[src/rtl/core/tpga_isqrt.sv]
module tpga_isqrt (
    input  logic        i_clk,
    input  logic        i_rst_n,
    input  logic        i_start,
    input  logic [63:0] i_value,
    output logic        o_done,
    output logic [31:0] o_root
);
    logic [63:0] r_val;
    logic [35:0] r_rem;
    logic [31:0] r_root;
    logic [4:0]  r_cnt;
    logic        r_busy;
    logic        r_done;
    logic [35:0] sh;
    logic [35:0] trial;
    logic        ge;

    always_comb begin
        sh    = {r_rem[33:0], r_val[63:62]};
        trial = {2'b00, r_root, 2'b01};
        ge    = (sh >= trial);
    end

    always_ff @(posedge i_clk) begin
        if (!i_rst_n) begin
            r_busy <= 1'b0;
            r_done <= 1'b0;
            r_cnt  <= '0;
        end else begin
            r_done <= 1'b0;
            if (i_start) begin
                r_busy <= 1'b1;
                r_cnt  <= '0;
            end else if (r_busy) begin
                r_cnt <= r_cnt + 5'd1;
                if (r_cnt == 5'd31) begin
                    r_busy <= 1'b0;
                    r_done <= 1'b1;
                end
            end
        end
    end

    always_ff @(posedge i_clk) begin
        if (i_start) begin
            r_val  <= i_value;
            r_rem  <= '0;
            r_root <= '0;
        end else if (r_busy) begin
            r_val  <= {r_val[61:0], 2'b00};
            r_rem  <= ge ? (sh - trial) : sh;
            r_root <= {r_root[30:0], ge};
        end
    end

    assign o_done = r_done;
    assign o_root = r_root;
endmodule

[config.mk]
export PLATFORM = sky130hd
export DESIGN_NAME = tpga_isqrt
export DESIGN_NICKNAME = d
export VERILOG_FILES = /design/src/rtl/core/tpga_isqrt.sv
export SDC_FILE = /design/constraint.sdc
export NUM_CORES = 1
export LEC_CHECK = 0
export BUFFER_PORTS_ARGS = -buffer_cell sky130_fd_sc_hd__buf_2
export CAP_MARGIN = 20
export CORE_MARGIN = 5
export CORE_UTILIZATION = 60
export CTS_BUF_LIST = sky130_fd_sc_hd__clkbuf_4 sky130_fd_sc_hd__clkbuf_8 sky130_fd_sc_hd__clkbuf_16
export DETAILED_ROUTE_END_ITERATION = 6
export GPL_TIMING_DRIVEN = 0
export PLACE_DENSITY = 0.91
export SLEW_MARGIN = 10
export SYNTH_ARGS = -nofsm -noshare
export SYNTH_HDL_FRONTEND = slang
export SYNTH_SLANG_ARGS = --single-unit
[constraint.sdc]
create_clock -name i_clk -period 6.8 [get_ports i_clk]
set_clock_uncertainty 0.05 [all_clocks]
set_input_delay 1.02 -clock i_clk [delete_from_list [all_inputs] [get_ports i_clk]]
set_output_delay 1.02 -clock i_clk [all_outputs]
set_load 0.02 [all_outputs]
Word level (Yosys, flattened, before mapping)
Cells that the tools add are included.
{"block": "totals", "regBits": 137, "latch_bits": 0, "mem_bits_rw": 0, "mem_bits_ro": 0, "in_bits": 67, "elab_cells": 22, "n_memories": 0}
{"block": "op_classes", "addsub": 2, "n_mul": 0, "n_div": 0, "magnitude_cmp": 1, "n_eq_ne": 1, "shift": 0, "muxes": 7, "n_bitwise": 2, "n_reduce_logical": 3}
{"op": "64-bit two-way mux", "count": 2}
{"op": "36-bit by 34-bit >= comparator with 1-bit output", "count": 1}
{"op": "34-bit two-way mux", "count": 1}
{"op": "34-bit subtractor", "count": 1}
{"op": "5-bit by 1-bit adder with 5-bit output (second input constant)", "count": 1}
{"op": "5-bit equality test (second input constant)", "count": 1}
{"op": "1-bit two-way mux", "count": 4}
{"op": "3-bit OR reduction", "count": 1}
{"op": "1-bit inverter", "count": 2}
{"op": "2-bit nonzero test", "count": 1}
{"op": "2-bit OR reduction", "count": 1}

Logic depth before layout (Yosys ltp)
{"block": "logic_depth", "depth_word": 4, "depth_mapped": 13, "depth_no_buf": 11}

Worst setup path before layout
Ideal clock, no wire load.
{"block": "synth_path", "path_kind": "register -> register", "from": "register r_root[2] (netlist: o_root[2])", "to": "register r_rem[22]", "setup_ns": 0.134, "arrival_time_ns": 2.656, "setup_slack_ns": 3.960, "stages_incl_launch_ff": 13, "n_path_buf": 2, "synth_period_minus_slack_ns": 2.840, "path_cell_list": "dfxtp_1 -> inv_1 -> ha_1 -> o211ai_1 -> a21o_1 -> a31o_1 -> o21ba_1 -> o31a_1 -> o21a_2 -> buf_6 -> buf_2 -> o211ai_1 -> a21oi_1"}
{"block": "synth_between", "elab_chain_len": 2, "elab_cells_between_ends": 3, "classes_between": "add/sub (1); order compare (1); mux (1)"}
{"element": "from (decl)", "line_no": "11", "source": "logic [31:0] r_root;"}
{"element": "from (signal assigned)", "line_no": "53", "source": "r_root <= {r_root[30:0], ge};"}
{"element": "34-bit subtractor / 36-bit by 34-bit >= comparator with 1-bit output (equally long branches)", "line_no": "52, 22"}
{"element": "34-bit two-way mux (*)", "line_no": "52", "source": "r_rem <= ge ? (sh - trial) : sh;"}
{"element": "to (signal assigned)", "line_no": "52"}
{"element": "to (decl)", "line_no": "10", "source": "logic [35:0] r_rem;"}
Every way passes the cells marked *; elsewhere a longest branch is shown, timed or not.
A chain may end at the register's enable or synchronous reset.

Final worst setup path
{"block": "layout_path", "from": "register r_root[17] (netlist: o_root[17])", "to": "register r_rem[28]"}
The elaborated chain is that of the path after synthesis.

==> impl_metrics.toml <==
[cells_and_area]
final_net_count = 952
final_cell_mix = "105 x buf_2, 99 x nor2_1, 73 x dfxtp_1"
fin_area_sq_um = 8750
seq_area_sq_um = 3380
n_antenna_cell = 0
multi_input_area_sq_um = 3760
drive_above_1_share_pct = 24.1
area_growth_pct = 17.3
fillCellCount = 865
final_common_cell = "buf_2"
stdcell_count = 1030

[critical_path]
crit_required_ns = 7.08
critPathMaxFanout = 10
cp_data_arrival_time_ns = 3.56
critical-path-max-stage-delay_ns = 0.40
crit_path_frequent_cell = "a211oi_1"
cp-end-kind = "register"
start_kind = "register"
path_class = "register to register"
crit_path_top_delay_cell = "ha_1"
crit_family = "compound AO/OA/AOI/OAI gates"
rrSetupSlack_ns = 3.53
path_buf_inv = 3
path_cells = "inv_1 > ha_1 > a21o_1 > o21bai_1 > a22o_1 > a211oi_1 > o31a_1 > o21a_2 > buf_6 > buf_2 > a21oi_1 > a211oi_1"

[timing]
finalHoldViolCount = 0
fin_ws_ns = 3.53
slew_viol_final = 0
worst_pin_slew_ns = 0.855
fin_tns_setup_ns = 0
fin_crit_ns = 3.27
period_share_pct = 48.1
setup_viol = 0
fmax_mhz = 305
rsz0062_at_grt = "no"
maxSlewHeadroom_pct = 43.0
whs_ns = 0.458

[flow_run]
maxCapViolCount = 0

[power_and_ir_drop]
p_seq_share_pct = 33.7
power_frac_comb_pct = 35.2
clkPwrFrac_pct = 31.1
p_switching_mw = 1.04
power_density_nw_per_um2 = 340
switching_share_pct = 35.1
internal-power_mw = 1.93
p_leak_nw = 3.60
ir_drop_uv = 272

[synth]
syn_avg_cell_area_sq_um = 10.2
synth_nets = 835
synth-edff-count = 64
yosysWarningCount = 0
ys_seq_area_share_pct = 45.4
ys_types = 60
synth_seq_cells = 137
netlist_instances = 732
synth_flop_cell = "dfxtp_1"
async_reset_ff_share_pct = 0
syn_area_sq_um = 7460

[outcome]
run_status = "finished, final reports clean"

[clock_tree]
cts_max_level = 4
clk_pin_slew_worst_paths_ns = 0.06
cts-root-buf = "clkbuf_16"
clock_path_buffers = 2
cts.hold.buffers_added = 0
numCtsBuffers = 17
cts_resized = 0
clock_latency_ns = 0.43
cts_tree = "done"
clock_sinks = 137
postCtsSetupBuffers = 0

[drt]
via_count = 6104
viasPerCell = 5.93
wl_per_cell_um = 18.4
drt_iter0_markers = 499
drt_drc_violations_left = 0
first_pass_iters = 7
ant_nets = 0
wl_um = 18900

[global_route]
grt_max_degree = 65
grt_use_total_pct = 26.2
grt_pass1_wl_um = 30300
gr-total-overflow = 0
first_global_vias = 5969
antenna_found_initial = 0

[floorplan]
dieArea_sq_um = 14800
initial_utilization_pct = 61.6
num_rows = 40
core-area_sq_um = 12100
io_pins = 100
chipHeight_um = 122
die_w_um = 122

[placed_design]
dpl.cell_count = 998
hpwlAfterDp_um = 12900
placed_area_sq_um = 8160
port_buffers = 98
pre_cts_slack_ns = 3.52
gp_congestion = 0.959

[hold_path]
hold_path.class = "register to register"
routing by layer:
metal	vias to the layer above	global-route usage [%]	wire length, um
met3	40	7.41	1500
met1	2938	31.7	7570
met2	237	44.7	9420
met5	-	0	0
met4	0	9.73	446
li1	2889	-	-
cell families after synthesis:
group / after synthesis / synth area share, %
AO/OA/AOI/OAI: 155 / 14.0
XOR/XNOR: 33 / 3.87
adder cells (fa/ha/maj): 36 / 6.04
buffers and inverters: 80 / 4.24
flip-flops: 137 / 45.4
multiplexers: 106 / 15.3
AND/OR/NAND/NOR: 185 / 11.2
cells in the mapped netlist, types with 3 or more instances:
cell type   n  area [sq um]
nor2_1     99           372
a31oi_1    10          62.6
a21oi_1    44           220
xnor2_1    15           131
nand2b_1   10          62.6
and3_1      5          31.3
edfxtp_1   64          1920
o21ai_0    15          75.1
o31ai_1     6          45.0
a211oi_1   30           225
nand3_1     7          35.0
and4_1      3          26.3
nand2_1    27           101
dfxtp_1    73          1460
xor2_1     18           158
nor2b_1     4          25.0
o21a_1      5          37.5
clkbuf_1   27           101
buf_1       5          18.8
o21bai_1    5          37.5
ha_1       36           450
buf_2       7          35.0
mux2_2     63           709
inv_1      39           146
a21o_1     12          90.1
mux2i_1    43           430
o211ai_1    5          37.5
nor3_1      7          35.0
nand4_1     9          56.3
through the flow:
step	total power [mW]	utilization [%]
global placement	2.00	67.4
finish	2.97	72.3
global route	3.12	72.3
floorplan	1.79	-
CTS	2.96	72.3
detailed placement	2.02	67.4
power by group through the flow:
stage	combinational (mW)	sequential [mW]	clock [mW]
2_1_floorplan	0.794	1.00	0
3_3_place_gp	0.983	1.01	0
3_5_place_dp	1.01	1.02	0
4_1_cts	1.02	1.00	0.930
5_1_grt	1.14	1.01	0.967
6_report	1.05	1.00	0.924
registers in the layout, summed over array words and instances (netlist names):
name,count
r_val,64
o_done,1
r_busy,1
o_root,32
r_rem,34
r_cnt,5
layout make-up:
type / instances / area share (%)
multi-input cells: 515 / 43.0
flip-flops and latches: 137 / 38.7
repair buffers: 98 / 5.60
clock buffers: 19 / 5.23
well taps: 168 / 2.40
plain buffers: 40 / 1.90
inverters: 40 / 1.72
clock inverters: 13 / 1.49
path summary, 6_finish.rpt:
path                             endpoint        from  depth (start not counted)
worst min register to register  r_rem[22]   r_rem[22]                          2
worst max-delay path            r_rem[28]  o_root[17]                         12
worst min-delay path            r_rem[22]   r_rem[22]                          2
worst max register to register  r_rem[28]  o_root[17]                         12
tightest hold or removal path, stage by stage, from the launching register on:
cell and delay, ns:
dfxtp_1 0.33, nand2b_1 0.07, a21oi_1 0.06
No activity file was read; power rests on OpenSTA's default activity.
